File: src/design/hmt_ram.sv
// Generic single-write, single-read RAM with registered read data.
module hmt_ram #(
  parameter int WIDTH = 8,
  parameter int DEPTH = 16
) (
  input  logic                     clk,
  input  logic                     we,
  input  logic [$clog2(DEPTH)-1:0] waddr,
  input  logic [WIDTH-1:0]         wdata,
  input  logic [$clog2(DEPTH)-1:0] raddr,
  output logic [WIDTH-1:0]         rdata
);

  logic [WIDTH-1:0] mem [DEPTH];

  always_ff @(posedge clk) begin
    if (we) begin
      mem[waddr] <= wdata;
    end
    rdata <= mem[raddr];
  end

endmodule

File: config.mk
export PLATFORM = sky130hd
export DESIGN_NAME = hmt_ram
export DESIGN_NICKNAME = d
export VERILOG_FILES = /design/src/design/hmt_ram.sv
export SDC_FILE = /design/constraint.sdc
export NUM_CORES = 1
export LEC_CHECK = 0
export ABC_AREA = 1
export BUFFER_PORTS_ARGS = -buffer_cell sky130_fd_sc_hd__buf_2
export CAP_MARGIN = 10
export CORE_ASPECT_RATIO = 1.25
export CORE_MARGIN = 2
export CORE_UTILIZATION = 60
export CTS_CLUSTER_DIAMETER = 40
export DETAILED_ROUTE_END_ITERATION = 8
export PLACE_DENSITY = 0.87
export SYNTH_ARGS = -nofsm -noshare
export SYNTH_HDL_FRONTEND = slang
export SYNTH_SLANG_ARGS = --single-unit
File: constraint.sdc
create_clock -name clk -period 1.6 [get_ports clk]
set_input_delay 0.24 -clock clk [delete_from_list [all_inputs] [get_ports clk]]
set_output_delay 0.24 -clock clk [all_outputs]
set_load 0.02 [all_outputs]
# Yosys cells after proc, flatten, opt, wreduce, memory -nomap -nowiden
# Memory sizes are Yosys's and may differ from the RTL's. A register that Yosys moved wholly into a read port is not among the register bits.
# Cells that the tools add are included.
# word_totals
ff_bits	0
ram_bits	128
in_bits	18
output_inout_bits	8
word_cells	3
mem_count	1
# memory_table
memory	words	width	read_ports	rd_ports_with_merged_regs	write_ports	line	rtl
mem	16	8	1	1	1	14	logic [WIDTH-1:0] mem [DEPTH];
# op_classes
n_mux	2
# op_table
op	n
two-way mux 1 bit	2

# Logic depth before layout (Yosys ltp)
# Gate-level depths: netlist (run 1).
# depth
ltp_word	2
depth_mapped	8

# Worst setup path before layout (run 1)
# No wires, ideal clock.
# synth_path
kind	input -> register
startpoint	in waddr[2]
endpoint	mem mem[10][0] (enable)
setup_time_ns	0.370
arrival_ns	0.821
slack_ns	0.409
cell_stages	2
path_buffers	0
cell_sequence	nand3b_1 nor2_1
# synth_rtl
item	line	rtl
from (decl)	8	input logic [$clog2(DEPTH)-1:0] waddr,
to (decl)	14	
# Straight into the memory's write port.

# Worst setup path in the final report (run 1)
# layout_path
startpoint	reg rdata[0] (read register of mem)
endpoint	out rdata[0]
# layout_rtl
item	line	rtl
from (decl)	11	output logic [WIDTH-1:0] rdata
# No word-level cell between the ends.

==> impl_metrics.toml, run 1 <==
[clocking]
htree_levels = 4
cts_tree = "done"
cts.sinks = 136
numCtsBuffers = 17
post_cts_resized = 0
ctsHoldBuffers = 0
clk_path_buf_depth = 2
cts-root-buf = "clkbuf_16"
cts_setup_buffers = 0
clk_pin_slew_ps = 50
insertion_delay_ps = 420

[drt]
drc = 0
finalWirelength_um = 12930
dr_total_vias = 4009
antenna_left = 0
routed.top_layer = "met4"
dr_wl_met2_um = 6670
drt_iter0_markers = 396
wl_per_cell_um = 17.64
dr.pass1.iters = 5
drt-vias-per-instance = 5.469
dr_wl_met3_um = 1164
routedLengthMet1_um = 4497

[power_and_ir_drop]
power_mw = 7.962
peakVddDrop_uv = 907.9
power_density_nw_per_um2 = 1204
p_leak_nw = 2.902

[floorplan]
io_pins = 26
fp.dieH_um = 113.6
floorplan.initialDensity_pct = 60.97
fp-row-count = 40
coreArea_um2 = 9459
die_w_um = 91.69
dieArea_um2 = 10420

[place]
numPortBuffers = 25
dp_hpwl_um = 7762
routabilityCongestion = 0.8787
dpl.cell_count = 701
post-place-ws_ps = 275.5

[setup_path]
crit_arrival_ps = 990
crit_slowest_cell = "dfxtp_1"
path_cells = "buf_2"
crit_type = "reg -> out"
path_buf_inv = 1
crit_path_start = "rdata[0]"
ff2ff_path_depth = 6
cp.depth = 1
r2r_start = "mem[2][2]"
ff2ff_setup_slack_ps = 540
worstPathRequired_ps = 1360
cpLargestDelayFamily = "flip-flops"
crit_end = "rdata[0]"
reg2reg_to = "rdata[2]"
slowest_delay_ps = 380
crit_fanout = 1
worst_setup_path_end_kind = "primary output"
cp-start-kind = "flop"

[min_path]
hp-class = "in -> reg"
hp-start = "raddr[3]"

[timing]
final-hold-violation-count = 0
clock-skew-final_ps = 10.38
finalCritPeriodShare_pct = 76.62
worst_pin_slew_ps = 374.7
fmax_mhz = 815.7
max_slew_margin_pct = 75.02
layout_setup_ws_ps = 374.0
maxSlewViolCount = 0
rsz0062_at_grt = "false"
setup_tns_ps = 0
setup_viol = 0
period_needed_ps = 1226

[global_route]
grt_max_degree = 65
grt_pass1_vias = 4098
overflow = 0
track_usage_pct = 26.46
antenna_found_initial = 0
grt_pass1_wl_um = 20270

[synthesis]
synthAdderAreaFrac_pct = 0
yosys.area.top_type = "edfxtp_1"
ys_top_cells_by_area = "edfxtp_1, nand2_1, nand3_1, inv_1, dfxtp_1"
synth_simple_gate_area_share_pct = 21.05
synthXorXnorAreaFrac_pct = 0
syn_inst = 551
ys_seq_area_share_pct = 69.43
synthesis.area_um2 = 5767
synth_top_family_by_area = "simple AND/OR/NAND/NOR gates"
synth_top_area_share_pct = 66.65
avgSynthCellArea_um2 = 10.47
synth-compound-area-share_pct = 0
ys_warn_count = 0
synth.distinct_cells = 12
synth-seq-cells = 136
synthMuxAreaShare_pct = 0
syn-num-nets = 569

[outcome]
status = "completed"

[cells_and_area]
final_nets = 612
area_growth_syn_to_layout_pct = 14.71
drive_gt1_share_pct = 12.36
utilization_pct = 69.93
final_cells = 733
n_antenna_cell = 0

[job]
drv_cap = 0
[worst min-delay path by stage]
stage / endpoint / cells past startpoint / slack (ps)
floorplan: mem[0][0] / 0 / 340
global placement: rdata[7] / 3 / 620
detailed placement: rdata[7] / 3 / 610
CTS: rdata[7] / 3 / 170
global route: rdata[7] / 3 / 200
finish: rdata[7] / 3 / 200
[cell type report]
cell class / instances / area [um2]
fillers: 624 / 2844
inverters: 102 / 382.9
flip-flops and latches: 136 / 4004
repair buffers: 48 / 335.3
clock inverters: 12 / 85.08
clock buffers: 20 / 436.7
multi-input cells: 289 / 1214
well taps: 126 / 157.7
[cells in the mapped netlist]
master,instances
buf_1,1
buf_2,13
buf_4,4
buf_6,6
dfxtp_1,8
edfxtp_1,128
inv_1,100
inv_2,2
nand2_1,173
nand3_1,97
nand3b_1,2
nor2_1,17
[power by group]
group / total, mW / switching [mW] / internal [mW]
Combinational: 0.523 / 0.371 / 0.152
Clock: 3.43 / 1.34 / 2.09
Sequential: 4.01 / 0.0275 / 3.99
Total: 7.96 / 1.73 / 6.23
[registers in the layout, indices dropped and copies added (netlist names)]
name / flops
rdata: 8
mem: 128
[cells by family (layout without fill, tap and decap cells)]
| kind of cell | after synthesis | count (layout) |
|---|---|---|
| simple gates | 289 | 289 |
| flops | 136 | 136 |
| buf+inv | 126 | 182 |
[metrics by stage]
step,hold WS [ps],cell area (um2)
finish,195.5,6615
global route,204.4,6615
CTS,171.8,6615
detailed placement,611.8,6093
global placement,622.6,6093
floorplan,338.9,5767
[routing by layer]
metal  GRT usage [%]  vias to the layer above
li1                -                     1862
met1           30.04                     1866
met2           44.75                      240
met3           6.605                       41
met4           16.87                        0
met5               0                        -
[placed cells by master, fill, tap and decap left out]
cell	instances
clkbuf_1	3
nand3_1	97
buf_12	3
buf_4	20
nor2_1	17
clkinv_1	4
buf_2	25
clkinvlp_4	2
inv_1	100
clkbuf_16	17
nand3b_1	2
edfxtp_1	128
nand2_1	173
clkinv_2	5
inv_2	2
bufinv_16	1
dfxtp_1	8
Note: power is estimated with default switching activity, not from simulation.
==> run 2, diff against run 1 <==
- clock period: 1.6 -> 1.16 ns (I/O delays scaled with it)
==> run 2 against run 1 <==
Sequential cell count unchanged. Critical path depth stayed put. Sequential power grew 38%. Clock-buffer cell count rose by 3. Critical endpoint is now rdata[6]. First-iteration DRC count decreased by 13%. Non-clock buffer count up 10. Critical path type unchanged.
==> impl_metrics.toml, run 2 (synthesized netlist as in run 1, its figures left out) <==
[outcome]
status = "completed"

[setup_path]
cpLargestDelayFamily = "flip-flops"
path_buf_inv = 1
slowest_delay_ps = 350
cp-start-kind = "flop"
path_cells = "buf_2"
worstPathRequired_ps = 990
crit_fanout = 1
worst_setup_path_end_kind = "primary output"
crit_arrival_ps = 940
crit_slowest_cell = "dfxtp_1"
crit_type = "reg -> out"

[cells_and_area]
drive_gt1_share_pct = 14.10
area_growth_syn_to_layout_pct = 17.75
n_fill_cell = 578
final_cell_mix = "nand2_1, edfxtp_1, inv_1"
n_antenna_cell = 0
layout_commonest_cell = "nand2_1"
utilization_pct = 71.79
regMostFlops = "mem"
final_cells = 743
top_regs = "mem: 128 flops, rdata: 8 flops"
final_nets = 622
largest_reg_flops = 128

[floorplan]
io_pins = 26
dieArea_um2 = 10420
fp.dieH_um = 113.6
fp-row-count = 40
die_w_um = 91.69
floorplan.initialDensity_pct = 60.97
coreArea_um2 = 9459

[timing]
setup_tns_ps = 0
worst_pin_slew_ps = 376.8
max_slew_margin_pct = 74.88
period_needed_ps = 1113
finalCritPeriodShare_pct = 95.94
final-hold-violation-count = 0
clock-skew-final_ps = 10.79
maxSlewViolCount = 0
whs_ps = 163.3
setup_viol = 0
fmax_mhz = 898.6
rsz0062_at_grt = "false"

[clocking]
clk_pin_slew_ps = 50
cts_tree = "done"
numCtsBuffers = 17
cts_setup_buffers = 0
cts-root-buf = "clkbuf_16"
insertion_delay_ps = 420
clk_path_buf_depth = 2
ctsHoldBuffers = 0
cts.sinks = 136
post_cts_resized = 0
htree_levels = 4

[drt]
finalWirelength_um = 13450
drt_iter0_markers = 343
wl_per_cell_um = 18.10
dr_total_vias = 4113
drc = 0
antenna_left = 0
dr.pass1.iters = 5
drt-vias-per-instance = 5.536

[power_and_ir_drop]
p_sw_mw = 2.437
peakVddDrop_uv = 1272
internal-power_mw = 9.093
clockPowerShare_pct = 45.5
power_density_nw_per_um2 = 1698
p_leak_nw = 2.995
switching_share_pct = 21.13
p_seq_share_pct = 48.0
comb_power_share_pct = 6.5
power_mw = 11.53

[global_route]
overflow = 0
track_usage_pct = 27.48
antenna_found_initial = 0
grt_pass1_wl_um = 20980
grt_max_degree = 39
grt_pass1_vias = 4112

[min_path]
hp-class = "in -> reg"

[place]
routabilityCongestion = 0.9175
dpl.cell_count = 711
dp_hpwl_um = 8283
numPortBuffers = 25

[job]
drv_cap = 0
==> run 2: cell types whose count changed in the layout (fill, tap and decap cells not counted), sizes merged <==
cell | previous run | this run
buf | 48 | 58
clkbuf | 20 | 23
bufinv | 1 | 2
clkinv | 9 | 5
==> run 2: final timing paths <==
kind,start,endpoint,slack [ps],depth (start not counted)
hold reg to reg,mem[12][1],rdata[1],650,6
setup reg to reg,mem[8][5],rdata[5],120,6
setup / recovery,rdata[6],rdata[6],50,1
hold / removal,wdata[4],mem[7][4],160,1
==> run 2: area by class of cell <==
cell class / instances / area (um2) / area share, %
flip-flops and latches: 136 / 4004 / 58.96
multi-input cells: 289 / 1214 / 17.87
repair buffers: 58 / 447.9 / 6.597
well taps: 126 / 157.7 / 2.322
inverters: 102 / 382.9 / 5.638
clock buffers: 23 / 488.0 / 7.186
clock inverters: 9 / 96.34 / 1.419
==> run 2: routing by layer <==
layer  GRT usage (%)  share of wire (%)  vias to the layer above  wire length, um
met5               0                  0                        -                0
met4           12.83                4.1                        0              555
met3           6.935                7.8                       56             1053
met2           48.43                 52                      265             6978
met1           31.41                 36                     1914             4862
li1                -                  -                     1878                -
==> run 2: power by group through the flow <==
stage | clock network (mW) | registers, mW | logic [mW]
after detailed placement | 0 | 5.63 | 0.729
after global routing | 5.49 | 5.54 | 0.813
after floorplan | 0 | 5.66 | 0.388
after CTS | 5.27 | 5.53 | 0.742
after global placement | 0 | 5.62 | 0.699
final | 5.24 | 5.53 | 0.753
==> run 2: stage by stage <==
stage	setup slack, ps	instance area [um2]
global route	10.72	6790
finish	47.14	6790
CTS	27.96	6790
detailed placement	-103.3	6206
floorplan	35.16	5767
global placement	-85.75	6206
