--- src/design/hmt_pkg.sv ---
// Shared types, constants and helper functions of the histogram mode threshold block.
package hmt_pkg;

  localparam int BIN_COUNT  = 256;
  localparam int COUNT_BITS = 20;
  localparam int BIN_BITS   = $clog2(BIN_COUNT);
  localparam int WIDE_BITS  = (BIN_BITS > 8) ? BIN_BITS : 8;
  localparam int APB_ADDR_W = 3;

  typedef logic [BIN_BITS-1:0]   bin_idx_t;
  typedef logic [COUNT_BITS-1:0] count_t;

  localparam bin_idx_t LAST_BIN  = bin_idx_t'(BIN_COUNT - 1);
  localparam count_t   COUNT_MAX = {COUNT_BITS{1'b1}};
  localparam logic [7:0] GAP_RESET = 8'd50;

  // Register index taken from the word address
  localparam logic REG_PEAK_GAP = 1'b0;

  typedef struct packed {
    logic [7:0] gray;
    logic       last;
  } in_item_t;

  typedef struct packed {
    logic [7:0] threshold;
    logic [7:0] first_peak;
    logic [7:0] second_peak;
  } out_item_t;

  typedef enum logic [1:0] {
    CMP_LE = 2'd0,
    CMP_LT = 2'd1,
    CMP_GT = 2'd2
  } cmp_op_t;

  typedef struct packed {
    logic    vld;
    logic    first;
    cmp_op_t op;
  } scan_ctl_t;

  // Gray level to bin; levels past the last bin land in the last bin
  function automatic bin_idx_t bin_of(input logic [7:0] gray);
    logic [WIDE_BITS-1:0] g;
    g = WIDE_BITS'(gray);
    if (g > WIDE_BITS'(LAST_BIN)) begin
      return LAST_BIN;
    end
    return BIN_BITS'(g);
  endfunction

  // Start of the second peak search, clamped to the last bin
  function automatic bin_idx_t gap_start(input bin_idx_t p1, input logic [7:0] gap);
    logic [WIDE_BITS:0] s;
    s = (WIDE_BITS+1)'(p1) + (WIDE_BITS+1)'(gap);
    if (s > (WIDE_BITS+1)'(LAST_BIN)) begin
      return LAST_BIN;
    end
    return BIN_BITS'(s);
  endfunction

  function automatic logic [7:0] idx_to_out(input bin_idx_t idx);
    return 8'(idx);
  endfunction

endpackage

--- src/design/hmt_scan.sv ---
// Shared compare unit: keeps the best bin seen so far in a pass and updates it per bin.
module hmt_scan (
  input  logic               clk,
  input  hmt_pkg::scan_ctl_t ctl,
  input  hmt_pkg::count_t    cur_cnt,
  input  hmt_pkg::bin_idx_t  cur_idx,
  output hmt_pkg::bin_idx_t  best_idx
);
  import hmt_pkg::*;

  count_t   best_cnt_r;
  bin_idx_t best_idx_r;
  logic     lt;
  logic     eq;
  logic     take;

  assign lt = best_cnt_r < cur_cnt;
  assign eq = best_cnt_r == cur_cnt;

  always_comb begin
    case (ctl.op)
      CMP_LE:  take = lt | eq;
      CMP_LT:  take = lt;
      CMP_GT:  take = ~lt & ~eq;
      default: take = 1'b0;
    endcase
  end

  // First bin of a pass always loads the candidate
  always_ff @(posedge clk) begin
    if (ctl.vld && (ctl.first || take)) begin
      best_cnt_r <= cur_cnt;
      best_idx_r <= cur_idx;
    end
  end

  assign best_idx = best_idx_r;

endmodule

--- config.mk ---
export PLATFORM = sky130hd
export DESIGN_NAME = hmt_scan
export DESIGN_NICKNAME = d
export VERILOG_FILES = /design/src/design/hmt_pkg.sv /design/src/design/hmt_scan.sv
export SDC_FILE = /design/constraint.sdc
export NUM_CORES = 1
export LEC_CHECK = 0
export BUFFER_PORTS_ARGS = -buffer_cell sky130_fd_sc_hd__buf_2
export CELL_PAD_IN_SITES_DETAIL_PLACEMENT = 0
export CELL_PAD_IN_SITES_GLOBAL_PLACEMENT = 1
export CORE_MARGIN = 2
export CORE_UTILIZATION = 43
export CTS_CLUSTER_DIAMETER = 50
export DETAILED_ROUTE_END_ITERATION = 7
export MAX_ROUTING_LAYER = met4
export PLACE_DENSITY = 0.84
export SLEW_MARGIN = 10
export SYNTH_ARGS = -nofsm -noshare
export SYNTH_HDL_FRONTEND = slang
export SYNTH_SLANG_ARGS = --single-unit
--- constraint.sdc ---
create_clock -name clk -period 8.05 [get_ports clk]
set_input_delay 1.61 -clock clk [delete_from_list [all_inputs] [get_ports clk]]
set_output_delay 1.61 -clock clk [all_outputs]
set_load 0.005 [all_outputs]
=== Word level (Yosys, flattened, before mapping) ===
Index checks and enable logic that the tools add are counted.

* Flip-flop bits (word level): 28
* Output and inout bits: 8
* Logic and storage cells: 14

* Order comparisons: 1
* Eq/ne operators: 3
* Multiplexer cells: 1
* Bitwise operators: 4
* Reduce and logical (&&, ||, !) cells: 3

{| class="wikitable"
|+ Operators with widths
! kind !! count
|-
| $eq 20x20->1 || 1
|-
| $lt 20x20->1 || 1
|-
| $pmux 1 s3 || 1
|-
| $eq 2x1->1 const B || 1
|-
| $eq 2x2->1 const B || 1
|-
| $logic_not 2->1 || 1
|-
| $not 1->1 || 2
|-
| $and 1x1->1 || 1
|-
| $logic_and 1x1->1 || 1
|-
| $logic_or 1x1->1 || 1
|-
| $or 1x1->1 || 1
|}

=== Depth between registers and ports, before layout ===
* Depth after elaboration: 6
* Mapped depth: 8
* Depth with buffers taken out: 8

=== Worst setup path after synthesis ===
Ideal clock, no wire load.

* Kind: in2reg
* From: input port cur_cnt[10]
* To: register best_cnt_r[0] (enable)
* Library setup time: 0.389 ns
* Data arrival time: 3.646 ns
* Required time: 7.661 ns
* Path slack: 4.015 ns
* Cell stages on the path: 7
* Path buffers: 0
* Cell sequence: inv_1 > ha_1 > and4_1 > a221o_1 > a221o_1 > a21oi_1 > o31a_1

* Longest elaborated chain between the ends: 6

{| class="wikitable"
|+ Ends and longest elaborated chain
! item !! RTL line !! text
|-
| from (decl) || hmt_scan.sv:5 || <nowiki>input hmt_pkg::count_t cur_cnt,</nowiki>
|-
| $lt 20x20->1 or $eq 20x20->1 (tied branches) || hmt_scan.sv:17, hmt_scan.sv:18 ||
|-
| $not 1->1 || hmt_scan.sv:24 || <nowiki>CMP_GT: take = ~lt & ~eq;</nowiki>
|-
| $and 1x1->1 || hmt_scan.sv:24 ||
|-
| $pmux 1 s3 * || hmt_scan.sv:21 || <nowiki>case (ctl.op)</nowiki>
|-
| $logic_or 1x1->1 * || hmt_scan.sv:31 || <nowiki>if (ctl.vld && (ctl.first || take)) begin</nowiki>
|-
| $logic_and 1x1->1 * || hmt_scan.sv:31 ||
|-
| to (signal assigned) || hmt_scan.sv:32 || <nowiki>best_cnt_r <= cur_cnt;</nowiki>
|-
| to (decl) || hmt_scan.sv:11 || <nowiki>count_t best_cnt_r;</nowiki>
|}

Every way passes the cells marked *; elsewhere a longest branch is shown, timed or not.
A chain may end at the register's enable or synchronous reset.

=== Worst setup path in the final report ===
* From: input port cur_cnt[10]
* To: register best_idx_r[0] (netlist: best_idx[0]) (enable)

* Longest elaborated chain between the ends: 6

{| class="wikitable"
|+ Ends and longest elaborated chain
! item !! RTL line !! text
|-
| $lt 20x20->1 or $eq 20x20->1 (tied branches) || hmt_scan.sv:17, hmt_scan.sv:18 ||
|-
| $not 1->1 || hmt_scan.sv:24 ||
|-
| $and 1x1->1 || hmt_scan.sv:24 ||
|-
| $pmux 1 s3 * || hmt_scan.sv:21 ||
|-
| $logic_or 1x1->1 * || hmt_scan.sv:31 ||
|-
| $logic_and 1x1->1 * || hmt_scan.sv:31 ||
|-
| to (signal assigned) || hmt_scan.sv:33 || <nowiki>best_idx_r <= cur_idx;</nowiki>
|-
| to (decl) || hmt_scan.sv:12 || <nowiki>bin_idx_t best_idx_r;</nowiki>
|}

Marks and branches as above.

==> results.yml <==
status:
  status: "complete, no violations"
final_layout:
  n_antenna_cell: 0
  seq_area_um2: 841
  final_cells: 193
  area_delta_synth_final_pct: 21.0
  multi_input_area_um2: 455
  postLayoutCellArea_mm2: 0.00167
  final_util: 0.546
  drive_above_1_share: 0.309
  n_fill_cell: 283
  nets: 203
grt:
  globalRouteMet1Util: 0.188
  antenna_found_initial: 0
  use_met3: 0.0235
  grt_first_pass_wirelength_mm: 3.82
  met2_usage: 0.227
  grt_pass1_vias: 927
  track_usage: 0.145
  overflow: 0
  top_usage_layer: "met2"
  grt_max_degree: 18
sta:
  setup_slack_ns: 4.17
  tns_ns: 0
  fin_crit_ns: 3.88
  finalSetupViolCount: 0
  final_hold_viol_count: 0
  slew_headroom: 0.623
  tightestPinTransition_ns: 0.565
  timing.hold.ws_ns: 1.39
  fmax_ghz: 0.258
  period_share: 0.482
  drv_slew: 0
  skew_ns: 0.00625
  rsz0062_at_grt: "false"
die:
  die_area_mm2: 0.00368
  die_h_um: 60.6
  start_util: 0.452
  io_pins: 41
  rows: 20
  core_mm2: 0.00305
  die_w_um: 60.6
routing:
  drtIter0Drc: 12
  drt-pass1-iter-count: 4
  final_antenna_net_count: 0
  vias: 896
  avgRoutedWirePerCell_um: 11.6
  viasPerCell: 4.64
  routed_wirelength_mm: 2.25
  drc_errors: 0
synthesis:
  yosys.area.top_type: "edfxtp_1"
  ys_ff_latch: 28
  syn_nets: 157
  synth_area_leaders: "edfxtp_1, ha_1, inv_1"
  netlist.area_leader.share: 0.610
  syn-mean-instance-area_um2: 13.3
  synth_warnings: 0
  syn_area_mm2: 0.00138
  ys_types: 16
  netlist_instances: 104
  synth_seq_area_share: 0.610
power:
  power_mw: 0.271
  p_sw_frac: 0.228
  power_frac_comb: 0.151
  ir_drop_v: 0.000105
  p_per_area_mw_per_mm2: 162
  netSwitchingPower_mw: 0.0616
  p_int_mw: 0.209
  seqPwrFrac: 0.643
  pwr-share-clk: 0.206
  p_leak_nw: 0.792
clock_tree:
  holdBufCountCts: 0
  cts-resized-gates: 0
  root_buffer: "clkbuf_4"
  clock_sinks: 28
  cts_buffer_depth: 2
  clk_latency_ns: 0.31
  cts_tree: "done"
  cts_buffers: 3
  cts_setup_buffers: 0
  htree_levels: 1
  clk_pin_slew_ns: 0.14
setup_path:
  crit_type: "in2reg"
  cp.arrival_ns: 3.90
  crit_path_start_kind: "input pin"
  critPathMaxFanout: 17
  crit_path_frequent_cell: "a221o_1"
  cpMaxStageDelayCell: "o31a_1"
  cp.required_ns: 8.07
  cp-end-kind: "flop"
  worst_path_largest_cell_delay_ns: 0.49
  crit_chain: "buf_2 -> inv_1 -> ha_1 -> and4_1 -> a221o_1 -> a221o_1 -> a21oi_1 -> o31a_1 -> buf_4"
min_path:
  min_path_type: "reg2reg"
place:
  dpl.hpwl_mm: 1.88
  dpl_cell_area_mm2: 0.00164
  dpl_worst_slack_ns: 3.78
  placed_cells: 189
  place.gp.congestion: 0.757
  port_buffers: 40
job:
  drv_cap: 0
-- cell families (layout without fill, tap and decap cells) --
kind of cell | count (synthesis) | count (layout) | synth area share
AO/OA/AOI/OAI | 16 | 16 | 0.0744
AND/OR/NAND/NOR | 18 | 18 | 0.0744
flip-flops | 28 | 28 | 0.610
buffers and inverters | 22 | 67 | 0.0599
adder cells (fa/ha/maj) | 20 | 20 | 0.181
-- cell type report --
class | instances | area share
Sequential cell | 28 | 0.504
Clock inverter | 1 | 0.00225
Timing Repair Buffer | 41 | 0.125
Clock buffer | 3 | 0.0135
Multi-Input combinational cell | 54 | 0.273
Tap cell | 44 | 0.0330
Inverter | 22 | 0.0495
-- worst max-delay path: cells and delay by family --
family | cells | cell delay (ns)
fa+ha+maj | 1 | 0.32
simple gates | 1 | 0.23
compound gates | 4 | 1.25
buf+inv | 3 | 0.48
-- power by group through the flow --
| stage | clock (mW) | combinational, mW | sequential [mW] |
|---|---|---|---|
| after floorplan | 0 | 0.0230 | 0.178 |
| after global placement | 0 | 0.0401 | 0.177 |
| after detailed placement | 0 | 0.0418 | 0.177 |
| after CTS | 0.0589 | 0.0421 | 0.174 |
| after global routing | 0.0647 | 0.0484 | 0.175 |
| final | 0.0557 | 0.0410 | 0.174 |
-- cells in the final DEF (no fill, tap or decap) --
cell / instances
buf_2: 40
edfxtp_1: 28
inv_1: 22
ha_1: 20
a21oi_1: 8
nand2_1: 7
o21ai_0: 3
a221o_1: 3
clkbuf_4: 3
nand4_1: 2
and4_1: 2
nand3_1: 2
nor2_1: 2
and4bb_1: 1
a21oi_2: 1
and4b_1: 1
or2_2: 1
o31a_1: 1
clkinv_1: 1
buf_4: 1
-- final timing paths --
path / cells past startpoint / endpoint / startpoint / slack (ns)
hold reg to reg: 5 / best_cnt_r[10] / best_cnt_r[19] / 1.39
setup reg to reg: 7 / best_idx[0] / best_cnt_r[10] / 5.19
hold / removal: 5 / best_cnt_r[10] / best_cnt_r[19] / 1.39
setup / recovery: 9 / best_idx[0] / cur_cnt[10] / 4.17
-- sequential cells by signal (all words and copies together) (netlist names) --
name,cells
best_cnt_r,20
best_idx,8
-- cell usage after synthesis --
master,n
and4bb_1,1
ha_1,20
o31a_1,1
or2_2,1
and4_1,2
nand2_1,7
a21oi_1,8
nand3_1,2
a21oi_2,1
inv_1,22
o21ai_0,3
edfxtp_1,28
and4b_1,1
nand4_1,2
nor2_1,2
a221o_1,3
-- per-layer routing --
| metal | vias to the layer above | part of all wire |
|---|---|---|
| li1 | 465 | - |
| met1 | 397 | 0.46 |
| met2 | 32 | 0.47 |
| met3 | 2 | 0.060 |
| met4 | 0 | 0.0040 |
| met5 | - | 0 |
(Power assumes the default switching activity.)
